<file path="src/design/b2da_pkg.sv">
// shared types and constants for the binary to decimal ascii converter
`default_nettype none

package b2da_pkg;

    localparam int VALUE_BITS_DEF = 64;
    localparam int DIGIT_W        = 4;
    localparam int CHAR_W         = 6;
    localparam int MAX_IN_W       = 64;
    localparam int OUT_TDATA_W    = 8;

    localparam logic [CHAR_W-1:0]  ASCII_ZERO = 6'd48;
    localparam logic [DIGIT_W-1:0] BCD_FIVE   = 4'd5;
    localparam logic [DIGIT_W-1:0] BCD_ADJ    = 4'd3;

    typedef enum logic [1:0] {
        ST_IDLE,
        ST_CONVERT,
        ST_SKIP,
        ST_EMIT
    } b2da_state_t;

    typedef struct packed {
        logic load;
        logic step;
        logic skip;
        logic emit;
    } b2da_cmd_t;

    typedef struct packed {
        logic conv_last;
        logic top_zero;
        logic digits_one;
        logic out_free;
    } b2da_status_t;

endpackage

`default_nettype wire

</file>
<file path="src/design/b2da_ctrl.sv">
// controller state machine: sequences load, shift-add conversion and digit output
`default_nettype none

module b2da_ctrl (
    input  wire logic                  aclk,
    input  wire logic                  aresetn,
    input  wire logic                  s_tvalid,
    output logic                       s_tready,
    input  wire b2da_pkg::b2da_status_t status,
    output b2da_pkg::b2da_cmd_t        cmd
);

    b2da_pkg::b2da_state_t state_reg;
    b2da_pkg::b2da_state_t state_next;

    always_ff @(posedge aclk) begin
        if (!aresetn) begin
            state_reg <= b2da_pkg::ST_IDLE;
        end else begin
            state_reg <= state_next;
        end
    end

    always_comb begin
        state_next = state_reg;
        unique case (state_reg)
            b2da_pkg::ST_IDLE: begin
                if (s_tvalid) begin
                    state_next = b2da_pkg::ST_CONVERT;
                end
            end
            b2da_pkg::ST_CONVERT: begin
                if (status.conv_last) begin
                    state_next = b2da_pkg::ST_SKIP;
                end
            end
            b2da_pkg::ST_SKIP: begin
                if (!status.top_zero || status.digits_one) begin
                    state_next = b2da_pkg::ST_EMIT;
                end
            end
            b2da_pkg::ST_EMIT: begin
                if (status.out_free && status.digits_one) begin
                    state_next = b2da_pkg::ST_IDLE;
                end
            end
            default: state_next = b2da_pkg::ST_IDLE;
        endcase
    end

    always_comb begin
        s_tready = 1'b0;
        cmd      = '0;
        unique case (state_reg)
            b2da_pkg::ST_IDLE: begin
                s_tready = 1'b1;
                cmd.load = s_tvalid;
            end
            b2da_pkg::ST_CONVERT: begin
                cmd.step = 1'b1;
            end
            b2da_pkg::ST_SKIP: begin
                cmd.skip = status.top_zero && !status.digits_one;
            end
            b2da_pkg::ST_EMIT: begin
                cmd.emit = status.out_free;
            end
            default: begin
                s_tready = 1'b0;
            end
        endcase
    end

endmodule

`default_nettype wire

</file>
<file path="src/design/b2da_dp.sv">
// datapath: binary shift register, bcd accumulator, digit counter and output register
`default_nettype none

module b2da_dp #(
    parameter int VALUE_BITS = b2da_pkg::VALUE_BITS_DEF
) (
    input  wire logic                          aclk,
    input  wire logic                          aresetn,
    input  wire logic [b2da_pkg::MAX_IN_W-1:0] in_value,
    input  wire b2da_pkg::b2da_cmd_t           cmd,
    output b2da_pkg::b2da_status_t             status,
    output logic [b2da_pkg::CHAR_W-1:0]        out_char,
    output logic                               out_last,
    output logic                               out_valid,
    input  wire logic                          out_ready
);

    localparam int NumDigits = (VALUE_BITS * 30103 + 99999) / 100000;
    localparam int BcdW      = NumDigits * b2da_pkg::DIGIT_W;
    localparam int CntW      = $clog2(VALUE_BITS + 1);
    localparam int LeftW     = $clog2(NumDigits + 1);

    logic [VALUE_BITS-1:0]            bin_reg;
    logic [BcdW-1:0]                  bcd_reg;
    logic [BcdW-1:0]                  bcd_adj;
    logic [CntW-1:0]                  bit_cnt_reg;
    logic [LeftW-1:0]                 left_reg;
    logic [b2da_pkg::CHAR_W-1:0]      char_reg;
    logic                             last_reg;
    logic                             valid_reg;
    logic                             valid_next;
    logic [b2da_pkg::DIGIT_W-1:0]     top_digit;

    assign top_digit = bcd_reg[BcdW-1 -: b2da_pkg::DIGIT_W];

    // add 3 to every digit of 5 or more before the shift
    always_comb begin
        for (int i = 0; i < NumDigits; i++) begin
            if (bcd_reg[i*b2da_pkg::DIGIT_W +: b2da_pkg::DIGIT_W] >= b2da_pkg::BCD_FIVE) begin
                bcd_adj[i*b2da_pkg::DIGIT_W +: b2da_pkg::DIGIT_W] =
                    bcd_reg[i*b2da_pkg::DIGIT_W +: b2da_pkg::DIGIT_W] + b2da_pkg::BCD_ADJ;
            end else begin
                bcd_adj[i*b2da_pkg::DIGIT_W +: b2da_pkg::DIGIT_W] =
                    bcd_reg[i*b2da_pkg::DIGIT_W +: b2da_pkg::DIGIT_W];
            end
        end
    end

    always_ff @(posedge aclk) begin
        if (cmd.load) begin
            bin_reg     <= in_value[VALUE_BITS-1:0];
            bcd_reg     <= '0;
            bit_cnt_reg <= CntW'(VALUE_BITS);
            left_reg    <= LeftW'(NumDigits);
        end else if (cmd.step) begin
            bin_reg     <= bin_reg << 1;
            bcd_reg     <= {bcd_adj[BcdW-2:0], bin_reg[VALUE_BITS-1]};
            bit_cnt_reg <= bit_cnt_reg - CntW'(1);
        end else if (cmd.skip || cmd.emit) begin
            bcd_reg  <= bcd_reg << b2da_pkg::DIGIT_W;
            left_reg <= left_reg - LeftW'(1);
        end
    end

    always_ff @(posedge aclk) begin
        if (cmd.emit) begin
            char_reg <= b2da_pkg::ASCII_ZERO + {2'b00, top_digit};
            last_reg <= (left_reg == LeftW'(1));
        end
    end

    always_comb begin
        valid_next = valid_reg;
        if (cmd.emit) begin
            valid_next = 1'b1;
        end else if (out_ready) begin
            valid_next = 1'b0;
        end
    end

    always_ff @(posedge aclk) begin
        if (!aresetn) begin
            valid_reg <= 1'b0;
        end else begin
            valid_reg <= valid_next;
        end
    end

    assign status.conv_last  = (bit_cnt_reg == CntW'(1));
    assign status.top_zero   = (top_digit == '0);
    assign status.digits_one = (left_reg == LeftW'(1));
    assign status.out_free   = !valid_reg || out_ready;

    assign out_char  = char_reg;
    assign out_last  = last_reg;
    assign out_valid = valid_reg;

endmodule

`default_nettype wire

</file>
<file path="src/design/binary_to_decimal_ascii_top.sv">
// top level of the binary to decimal ascii converter
//
// usage: an unsigned value enters on the s_ stream; only its low VALUE_BITS bits
// count. the decimal text leaves on the m_ stream as one transaction per digit,
// most significant first, leading zeros dropped, m_tlast on the final digit.
// zero gives the single character '0'.
// timing: the value is converted by shift-add-3, one bit per cycle, over all
// VALUE_BITS bits. leading zero digits are then dropped at one per cycle (up to
// digit count minus one of them), then output starts, and digits enter the
// output register at one per cycle while it is free.
// s_tready is high only while no conversion is in progress; a new value may be
// taken while the last digit still waits in the output register.
// a stalled receiver holds the current digit in the output register and
// pauses digit output; no digit is lost or repeated.
// reset clears the controller and the output valid flag; no value is pending.
`default_nettype none

module binary_to_decimal_ascii_top #(
    parameter int VALUE_BITS = b2da_pkg::VALUE_BITS_DEF
) (
    input  wire logic                             aclk,
    input  wire logic                             aresetn,
    input  wire logic                             s_tvalid,
    output logic                                  s_tready,
    input  wire logic [b2da_pkg::MAX_IN_W-1:0]    s_tdata,  // [63:0] value
    output logic                                  m_tvalid,
    input  wire logic                             m_tready,
    output logic [b2da_pkg::OUT_TDATA_W-1:0]      m_tdata,  // [5:0] digit_char, [7:6] zero
    output logic                                  m_tlast
);

    b2da_pkg::b2da_cmd_t         cmd;
    b2da_pkg::b2da_status_t      status;
    logic [b2da_pkg::CHAR_W-1:0] out_char;

    b2da_ctrl u_ctrl (
        .aclk     (aclk),
        .aresetn  (aresetn),
        .s_tvalid (s_tvalid),
        .s_tready (s_tready),
        .status   (status),
        .cmd      (cmd)
    );

    b2da_dp #(
        .VALUE_BITS (VALUE_BITS)
    ) u_dp (
        .aclk      (aclk),
        .aresetn   (aresetn),
        .in_value  (s_tdata),
        .cmd       (cmd),
        .status    (status),
        .out_char  (out_char),
        .out_last  (m_tlast),
        .out_valid (m_tvalid),
        .out_ready (m_tready)
    );

    assign m_tdata = {2'b00, out_char};

endmodule

`default_nettype wire

</file>
<file path="config.mk">
export PLATFORM = sky130hd
export DESIGN_NAME = binary_to_decimal_ascii_top
export DESIGN_NICKNAME = d
export VERILOG_FILES = /design/src/design/b2da_pkg.sv /design/src/design/b2da_ctrl.sv /design/src/design/b2da_dp.sv /design/src/design/binary_to_decimal_ascii_top.sv
export SDC_FILE = /design/constraint.sdc
export NUM_CORES = 1
export LEC_CHECK = 0
export ABC_AREA = 1
export BUFFER_PORTS_ARGS = -buffer_cell sky130_fd_sc_hd__buf_2
export CAP_MARGIN = 20
export CORE_MARGIN = 1.5
export CORE_UTILIZATION = 60
export DETAILED_ROUTE_END_ITERATION = 7
export GPL_ROUTABILITY_DRIVEN = 0
export GPL_TIMING_DRIVEN = 0
export HOLD_SLACK_MARGIN = 0.03
export PLACE_DENSITY = 0.8
export RECOVER_POWER = 25
export SETUP_SLACK_MARGIN = 0.15
export SYNTH_ARGS = -nofsm -noshare
export SYNTH_HDL_FRONTEND = slang
export SYNTH_SLANG_ARGS = --single-unit
</file>
<file path="constraint.sdc">
create_clock -name aclk -period 6.47 [get_ports aclk]
set_input_delay 0 -clock aclk [delete_from_list [all_inputs] [get_ports aclk]]
set_output_delay 0 -clock aclk [all_outputs]
set_load 0.02 [all_outputs]
</file>
## Word level (Yosys, flattened, before mapping)

Index checks and enable logic that the tools add are counted.

| operators by class | value |
|---|---|
| bitwise operators | 1 |
| reduce and logical (&&, ||, !) cells | 15 |
| equality and inequality tests | 9 |
| add/sub/neg operators | 23 |
| mux-type cells | 36 |
| order comparisons | 20 |

Operators by type and width:

| operator | number |
|---|---|
| $mux W80 | 2 |
| $mux W64 | 2 |
| $ge A4 B3 Y1 const B | 20 |
| $add A4 B2 Y4 const B | 19 |
| $mux W4 | 19 |
| $mux W2 | 4 |
| $pmux W2 S4 | 1 |
| $eq A7 B1 Y1 const B | 1 |
| $mux W1 | 7 |
| $sub A7 B1 Y7 const B | 1 |
| $add A5 B5 Y6 const A | 1 |
| $reduce_bool A2 Y1 | 3 |
| $eq A5 B1 Y1 const B | 1 |
| $sub A5 B1 Y5 const B | 1 |
| $eq A2 B2 Y1 const B | 2 |
| $logic_not A4 Y1 | 1 |
| $ne A2 B1 Y1 const B | 2 |
| $ne A2 B2 Y1 const B | 2 |
| $reduce_and A4 Y1 | 1 |
| $add A3 B2 Y3 const B | 1 |
| $logic_not A1 Y1 | 3 |
| $logic_or A1 B1 Y1 | 3 |
| $mux W3 | 1 |
| $eq A2 B1 Y1 const B | 1 |
| other kinds (4) | 5 |

| storage, ports and cells | value |
|---|---|
| register bits | 166 |
| output and inout port bits | 11 |
| word-level logic and storage cells | 112 |

## Logic depth before layout (Yosys ltp)

Gate-level depths: netlist (run 1).

| logic depth | value |
|---|---|
| depth after elaboration | 7 |
| depth in mapped cells | 13 |
| mapped depth without buffers | 11 |

## Cells and area by module

From an unflattened synthesis (run 1), not the netlist that was laid out.

| unflattened totals | value |
|---|---|
| cell total of the unflattened synthesis | 1,466 |
| area, all modules | 9,882.0 um2 |

By module, submodules not included:

| module | instances | sequential area each (um2) | cells each | area each (um2) |
|---|---|---|---|---|
| b2da_dp | 1 | 3,933.8 | 1,429 | 9,644.2 |
| b2da_ctrl | 1 | 40.0 | 34 | 219.0 |
| binary_to_decimal_ascii_top | 1 | 0.0 | 3 | 18.8 |

## Least setup slack after synthesis (run 1)

No wires, ideal clock.

| timing | value |
|---|---|
| path kind | reg-to-reg |
| from | register u_ctrl.state_reg[1] |
| to | register u_dp.bin_reg[0] (enable) |
| stages on the path, launching flop included | 8 |
| slack | 3.511 ns |
| data required time | 5.777 ns |
| library setup time | 0.693 ns |
| arrival time | 2.266 ns |
| path through | dfxtp_1 inv_1 ha_1 buf_2 inv_4 buf_2 buf_2 nand2_1 |

| on the way | value |
|---|---|
| cells in the longest elaborated chain, start to end | 3 |
| elaborated cells on any way between the ends | 5 |
| classes of those cells | 1 x eq/ne; 2 x mux; 2 x reduce/logical |

Ends and longest elaborated chain:

| what | line | text |
|---|---|---|
| start: declaration | b2da_ctrl.sv:13 | `b2da_pkg::b2da_state_t state_reg;` |
| start signal: assignment | b2da_ctrl.sv:18 | `state_reg <= b2da_pkg::ST_IDLE;` |
| start signal: assignment | b2da_ctrl.sv:20 | `state_reg <= state_next;` |
| $eq A2 B1 Y1 or $logic_not A2 Y1 (tied branches) | b2da_ctrl.sv:54 | `unique case (state_reg)` |
| $mux W1 | b2da_ctrl.sv:54 |  |
| $reduce_bool A2 Y1 (no line) (*) | -- |  |
| end signal: assignment | b2da_dp.sv:51 | `bin_reg <= in_value[VALUE_BITS-1:0];` |
| end signal: assignment | b2da_dp.sv:56 | `bin_reg <= bin_reg << 1;` |
| end: declaration | b2da_dp.sv:23 | `logic [VALUE_BITS-1:0] bin_reg;` |

Mark *: on every way between the ends. The rest lies on a longest branch, timed or not.
A chain may end at the register's enable or synchronous reset.

## Worst setup path after layout (run 1)

| timing | value |
|---|---|
| from | register u_ctrl.state_reg[0] |
| to | register u_dp.bin_reg[11] (enable) |

Same word-level chain as after synthesis.

==> results of run 1 <==
==> final timing paths <==
check | start | to | cells past startpoint
setup / recovery | u_ctrl.state_reg[0] | u_dp.bin_reg[11] | 7
hold / removal | s_tvalid | u_ctrl.state_reg[0] | 7
setup reg to reg | u_ctrl.state_reg[0] | u_dp.bin_reg[11] | 7
hold reg to reg | u_dp.bcd_reg[3] | u_dp.bcd_reg[3] | 2
==> area by class of cell <==
class | count | share of cell area, %
multi-input cells | 964 | 41.2
flip-flops and latches | 164 | 34.0
repair buffers | 141 | 8.91
inverters | 163 | 5.25
clock buffers | 18 | 3.67
plain buffers | 74 | 3.11
well taps | 216 | 2.31
clock inverters | 14 | 1.64
==> worst max-delay path, cell delays in order, from the launching register on <==
cell	delay, ns
dfxtp_1	0.39
inv_1	0.11
ha_1	0.26
nand2_1	0.09
clkbuf_1	0.42
clkbuf_1	0.48
nand2_2	0.51
buf_12	0.35
==> per-stage QoR <==
stage	utilization [%]	setup slack (ns)	power [µW]	area, µm²
final	73.4	3.56	3990	11700
after global routing	73.4	3.33	4190	11700
after CTS	73.8	3.92	3940	11800
after detailed placement	65.7	3.95	2830	10500
after global placement	65.6	2.65	2800	10500
after floorplan	-	3.51	2440	9820
==> cells in the final DEF, fill, tap and decap left out, types with 34 or more instances in the layout <==
| cell | instances |
|---|---|
| edfxtp_1 | 69 |
| nand4_1 | 99 |
| clkbuf_1 | 34 |
| dlygate4sd3_1 | 66 |
| buf_2 | 94 |
| nand3_1 | 188 |
| ha_1 | 50 |
| inv_1 | 160 |
| dfxtp_1 | 95 |
| nand2_1 | 470 |
| a21oi_1 | 50 |
==> power breakdown <==
part / internal, µW / switching (µW)
combinational: 369 / 975
sequential: 1450 / 118
clock: 621 / 460
==> kinds of logic (layout without fill, tap and decap cells) <==
kind of cell / Yosys count / count (layout) / synth area share [%]
adders and majority gates: 50 / 50 / 6.38
xor gates and xnor gates: 3 / 3 / 0.268
AOI/OAI and AO/OA: 124 / 124 / 7.31
and+or+nand+nor: 783 / 783 / 35.3
buffers and inverters: 237 / 410 / 10.2
other: 2 / 4 / 0.0765
DFF: 164 / 164 / 40.5
==> metal layers <==
metal  wire length (µm)  track usage (%)
met5                  0                0
met4                679             13.6
met1              11300             41.1
met2              12900             55.2
met3               2000             6.47
==> repair_timing <==
| item | CTS | global route |
|---|---|---|
| endpoints found under the setup margin | 0 | 0 |
| endpoints found under the hold margin | 67 | 0 |
| hold buffers | 66 | 0 |
==> flow_metrics.env, run 1 <==
export IMPL_critPathMaxFanout=40
export IMPL_max_freq_mhz=344
export IMPL_ys_seq_elements=164
export IMPL_wl_per_cell_um=15.3
export IMPL_start_util_pct=61.5
export IMPL_multiInputGateArea_mm2=0.00482
export IMPL_cts_reportedPaths_clkPinSlew_ns=0.07
export IMPL_drcViolationCount=0
export IMPL_grt_pass1_vias=9181
export IMPL_p_per_area_mw_per_mm2=341
export IMPL_die_w_um=131
export IMPL_yosysTopAreaCellShare_pct=21.1
export IMPL_skew_ns=0.0102
export IMPL_n_antenna_cell=0
export IMPL_ys_types=31
export IMPL_dp_hpwl_mm=16.3
export IMPL_core_area_mm2=0.0159
export IMPL_nNetsFinal=1643
export IMPL_drt_pass1_iter_count=5
export IMPL_maxCapViolCount=0
export IMPL_largest_reg_flops=80
export IMPL_io_pins=79
export IMPL_yosysTopAreaCell="edfxtp_1"
export IMPL_crit_type="reg -> reg"
export IMPL_io_buffers=74
export IMPL_yosysWarnings=0
export IMPL_clock_sink_count=164
export IMPL_grt_overflow_total=0
export IMPL_synthArstFlopShare_pct=0
export IMPL_grt_pass1_wl_mm=43.9
export IMPL_die_h_um=131
export IMPL_finalHoldViolations=0
export IMPL_tns_ns=0
export IMPL_die_area_mm2=0.0171
export IMPL_grt_max_degree=41
export IMPL_dp_cells=1656
export IMPL_postCtsSetupBuffers=0
export IMPL_worst_hold_slack_ns=0.0844
export IMPL_antenna_found_initial=0
export IMPL_status="complete, no violations"
export IMPL_hold_path_class="in -> reg"
export IMPL_cts_buffers=17
export IMPL_netlist_instances=1363
export IMPL_arrival_ns=3.09
export IMPL_cp_end_kind="register"
export IMPL_ys_top_cells_by_area="edfxtp_1 21%, dfxtp_1 19%, nand2_1 18%, nand3_1 9.5%, ha_1 6.4%"
export IMPL_finalWirelength_mm=26.9
export IMPL_drtIter0Drc=787
export IMPL_syn_area_mm2=0.00981
export IMPL_syn_to_final_growth_pct=19.3
export IMPL_min_period_ns=2.91
export IMPL_root_buffer="clkbuf_16"
export IMPL_regArea_mm2=0.00397
export IMPL_critPathRequiredTime_ns=6.65
export IMPL_p_leak_uw=0.00565
export IMPL_setup_viol=0
export IMPL_row_count=46
export IMPL_tritoncts="built"
export IMPL_avgSynthCellArea_um2=7.20
export IMPL_timing_worst_slew_pin_value_ns=0.691
export IMPL_htreeDepth=4
export IMPL_fillers=1202
export IMPL_layout_cells_non_filler=1754
export IMPL_yosysSeqAreaShare_pct=40.5
export IMPL_vias=9962
export IMPL_vdd_drop_max_uv=332
export IMPL_ctsResizeCount=0
export IMPL_drv_slew=0
export IMPL_synth_edf_count=69
export IMPL_ys_flop_type="dfxtp_1"
export IMPL_post_synth_most_frequent_cells="467 x nand2_1, 187 x nand3_1, 159 x inv_1"
export IMPL_vias_per_cell=5.68
export IMPL_clock_latency_ns=0.45
export IMPL_r2r_setup_slack_ns=3.56
export IMPL_finalCritPeriodShare_pct=45.0
export IMPL_track_usage_pct=32.7
export IMPL_drive_above_1_share_pct=9.23
export IMPL_slew_headroom_pct=54.0
export IMPL_cp_start_kind="register"
export IMPL_rsz0062_at_grt="false"
export IMPL_ant_nets=0
export IMPL_clockBufferDepth=2
export IMPL_yosys_cell_count_top_type="nand2_1"
Note: power is estimated with default switching activity, not from simulation.
==> run 2: changes to the inputs <==
--- a/config.mk
+++ b/config.mk
@@ -5,7 +5,7 @@
 export SDC_FILE = /design/constraint.sdc
 export NUM_CORES = 1
 export LEC_CHECK = 0
-export ABC_AREA = 1
+export ABC_AREA = 0
 export BUFFER_PORTS_ARGS = -buffer_cell sky130_fd_sc_hd__buf_2
 export CAP_MARGIN = 20
 export CORE_MARGIN = 1.5
@@ -14,7 +14,7 @@
 export GPL_ROUTABILITY_DRIVEN = 0
 export GPL_TIMING_DRIVEN = 0
 export HOLD_SLACK_MARGIN = 0.03
-export PLACE_DENSITY = 0.8
+export PLACE_DENSITY = 0.81
 export RECOVER_POWER = 25
 export SETUP_SLACK_MARGIN = 0.15
 export SYNTH_ARGS = -nofsm -noshare
==> constraint.sdc (replaced) <==
create_clock -name aclk -period 2.87 [get_ports aclk]
set_input_delay 0 -clock aclk [delete_from_list [all_inputs] [get_ports aclk]]
set_output_delay 0 -clock aclk [all_outputs]
set_load 0.02 [all_outputs]
==> flow_metrics.env, run 2 <==
export IMPL_cts_buffers=17
export IMPL_reg2reg_to="u_dp.bcd_reg[30]"
export IMPL_drv_slew=0
export IMPL_netlist_instances=977
export IMPL_grt_pass1_wl_mm=34.8
export IMPL_setup_slack_ns=0.372
export IMPL_r2r_setup_slack_ns=0.37
export IMPL_avgSynthCellArea_um2=8.64
export IMPL_wl_per_cell_um=15.9
export IMPL_die_h_um=122
export IMPL_clock_latency_ns=0.43
export IMPL_dp_hpwl_mm=12.1
export IMPL_yosysWarnings=0
export IMPL_drt_pass1_iter_count=6
export IMPL_worstHoldStart="m_tready"
export IMPL_grt_pass1_vias=7209
export IMPL_die_area_mm2=0.0148
export IMPL_ys_types=38
export IMPL_cts_reportedPaths_clkPinSlew_ns=0.07
export IMPL_min_period_ns=2.50
export IMPL_setup_viol=0
export IMPL_yosysTopAreaCell="edfxtp_1"
export IMPL_multiInputGateArea_mm2=0.00404
export IMPL_min_to="u_ctrl.state_reg[1]"
export IMPL_critPathMaxFanout=33
export IMPL_clockBufferDepth=2
export IMPL_clock_sink_count=164
export IMPL_cp_start_kind="register"
export IMPL_die_w_um=122
export IMPL_vias_per_cell=5.58
export IMPL_htreeDepth=4
export IMPL_root_buffer="clkbuf_16"
export IMPL_synth_edf_count=69
export IMPL_row_count=43
export IMPL_tritoncts="built"
export IMPL_slew_headroom_pct=43.8
export IMPL_yosysSeqAreaShare_pct=47.1
export IMPL_skew_ns=0.0107
export IMPL_io_buffers=74
export IMPL_grt_overflow_total=0
export IMPL_crit_type="reg -> reg"
export IMPL_vdd_drop_max_uv=442
export IMPL_largest_reg_flops=80
export IMPL_start_util_pct=61.1
export IMPL_finalHoldViolations=0
export IMPL_p_leak_uw=0.00416
export IMPL_synthArstFlopShare_pct=0
export IMPL_ys_flop_type="dfxtp_1"
export IMPL_syn_to_final_growth_pct=21.6
export IMPL_ys_seq_elements=164
export IMPL_syn_area_mm2=0.00844
export IMPL_arrival_ns=2.84
export IMPL_max_freq_mhz=400
export IMPL_r2r_start="u_ctrl.state_reg[0]"
export IMPL_swShare_pct=35.9
export IMPL_dp_cells=1233
export IMPL_yosys_cell_count_top_type="nand2_1"
export IMPL_drive_above_1_share_pct=10.1
export IMPL_antenna_found_initial=1
export IMPL_layout_cells_non_filler=1334
export IMPL_track_usage_pct=30.1
export IMPL_final_common_cell="nand2_1"
export IMPL_p_int_uw=5250
export IMPL_io_pins=79
export IMPL_grt_max_degree=34
export IMPL_postCtsSetupBuffers=0
export IMPL_critPathRequiredTime_ns=3.22
export IMPL_core_area_mm2=0.0138
export IMPL_regArea_mm2=0.00397
export IMPL_maxCapViolCount=0
export IMPL_nNetsFinal=1258
export IMPL_hold_path_class="in -> reg"
export IMPL_power_share_clock_pct=26.1
export IMPL_p_switching_uw=2940
export IMPL_finalCritPeriodShare_pct=87.0
export IMPL_rsz0062_at_grt="false"
export IMPL_ys_top_cells_by_area="edfxtp_1 25%, dfxtp_1 23%, nand2_1 12%, ha_1 7.4%, a22oi_1 6.8%"
export IMPL_final_cell_mix="273 x nand2_1, 95 x dfxtp_1, 77 x a22oi_1"
export IMPL_place_ws_ns=0.109
export IMPL_vias=7443
export IMPL_drcViolationCount=0
export IMPL_finalWirelength_mm=21.2
export IMPL_cp_end_kind="register"
export IMPL_fillers=954
export IMPL_timing_worst_slew_pin_value_ns=0.843
export IMPL_p_per_area_mw_per_mm2=798
export IMPL_yosysTopAreaCellShare_pct=24.5
export IMPL_post_synth_most_frequent_cells="273 x nand2_1, 95 x dfxtp_1, 77 x a22oi_1"
export IMPL_ant_nets=0
export IMPL_status="complete, no violations"
export IMPL_hold_path_depth=5
export IMPL_seqPwrFrac_pct=43.1
export IMPL_power_frac_comb_pct=30.8
export IMPL_rr_worst_depth=8
export IMPL_drtIter0Drc=700
==> run 2: per-stage QoR <==
step / hold WS, ns / power [µW] / TNS (ns) / instance area, µm² / utilization [%]
final: 0.286 / 8190 / 0 / 10300 / 74.3
after global routing: 0.364 / 8610 / 0 / 10300 / 74.3
after CTS: 0.279 / 8040 / 0 / 10300 / 74.3
after detailed placement: 0.265 / 5820 / 0 / 9050 / 65.5
after global placement: 0.259 / 5750 / -21.63 / 9050 / 65.5
after floorplan: 0.118 / 5130 / 0 / 8450 / -
==> run 2: layer usage <==
layer	vias up	GRT usage [%]	wire [µm]
li1	3654	-	-
met1	3471	36.4	8820
met2	250	49.8	10200
met3	68	7.68	1360
met4	0	15.4	735
met5	-	0	0
==> run 2: kinds of logic after synthesis <==
group | count (synthesis) | share of synthesized area, %
AND/OR/NAND/NOR | 392 | 19.8
AO/OA/AOI/OAI | 243 | 17.3
flip-flops | 164 | 47.1
buffers and inverters | 96 | 5.32
adder cells (fa/ha/maj) | 50 | 7.41
XOR/XNOR | 30 | 3.11
other | 2 | 0.0889
==> run 2: worst max path at each step <==
stage | cells past startpoint | start | endpoint | slack [ns]
3_5_place_dp | 9 | u_ctrl.state_reg[1] | u_dp.bcd_reg[66] | 0.11
5_1_grt | 8 | u_ctrl.state_reg[0] | u_dp.bcd_reg[41] | 0.14
6_report | 8 | u_ctrl.state_reg[0] | u_dp.bcd_reg[30] | 0.37
4_1_cts | 9 | u_ctrl.state_reg[1] | u_dp.bcd_reg[17] | 0.37
3_3_place_gp | 9 | u_ctrl.state_reg[1] | u_dp.bcd_reg[18] | -0.43
2_1_floorplan | 9 | u_ctrl.state_reg[0] | u_dp.bcd_reg[77] | 0.24
==> run 2: power by group through the flow <==
stage / Sequential (µW) / Clock (µW) / Combinational [µW]
6_report: 3540 / 2130 / 2520
5_1_grt: 3580 / 2250 / 2780
4_1_cts: 3490 / 2140 / 2410
3_5_place_dp: 3520 / 0 / 2300
3_3_place_gp: 3510 / 0 / 2230
2_1_floorplan: 3470 / 0 / 1660
==> run 2: layout make-up <==
cell class	instances	area share, %
Clock inverter	10	0.853
Buffer	48	2.63
Inverter	48	1.75
Clock buffer	22	4.42
Tap cell	180	2.19
Multi-Input combinational cell	720	39.4
Antenna cell	1	0.0244
Timing Repair Buffer	141	10.1
Sequential cell	164	38.7
==> run 2: critical path, stage by stage, from the launching register on <==
cell	delay (ns)
dfxtp_1	0.39
inv_1	0.10
ha_1	0.27
nand2_1	0.28
nand2b_4	0.32
nor2_1	0.42
clkbuf_1	0.40
a22oi_1	0.15
o21ai_0	0.09
==> run 2: repair_timing <==
action	4_1_cts	5_1_grt
gates cloned	1	0
gates resized for setup	0	2
hold buffers	67	0
setup endpoints to repair	45	3
hold endpoints to repair	67	0
pin swaps	0	0
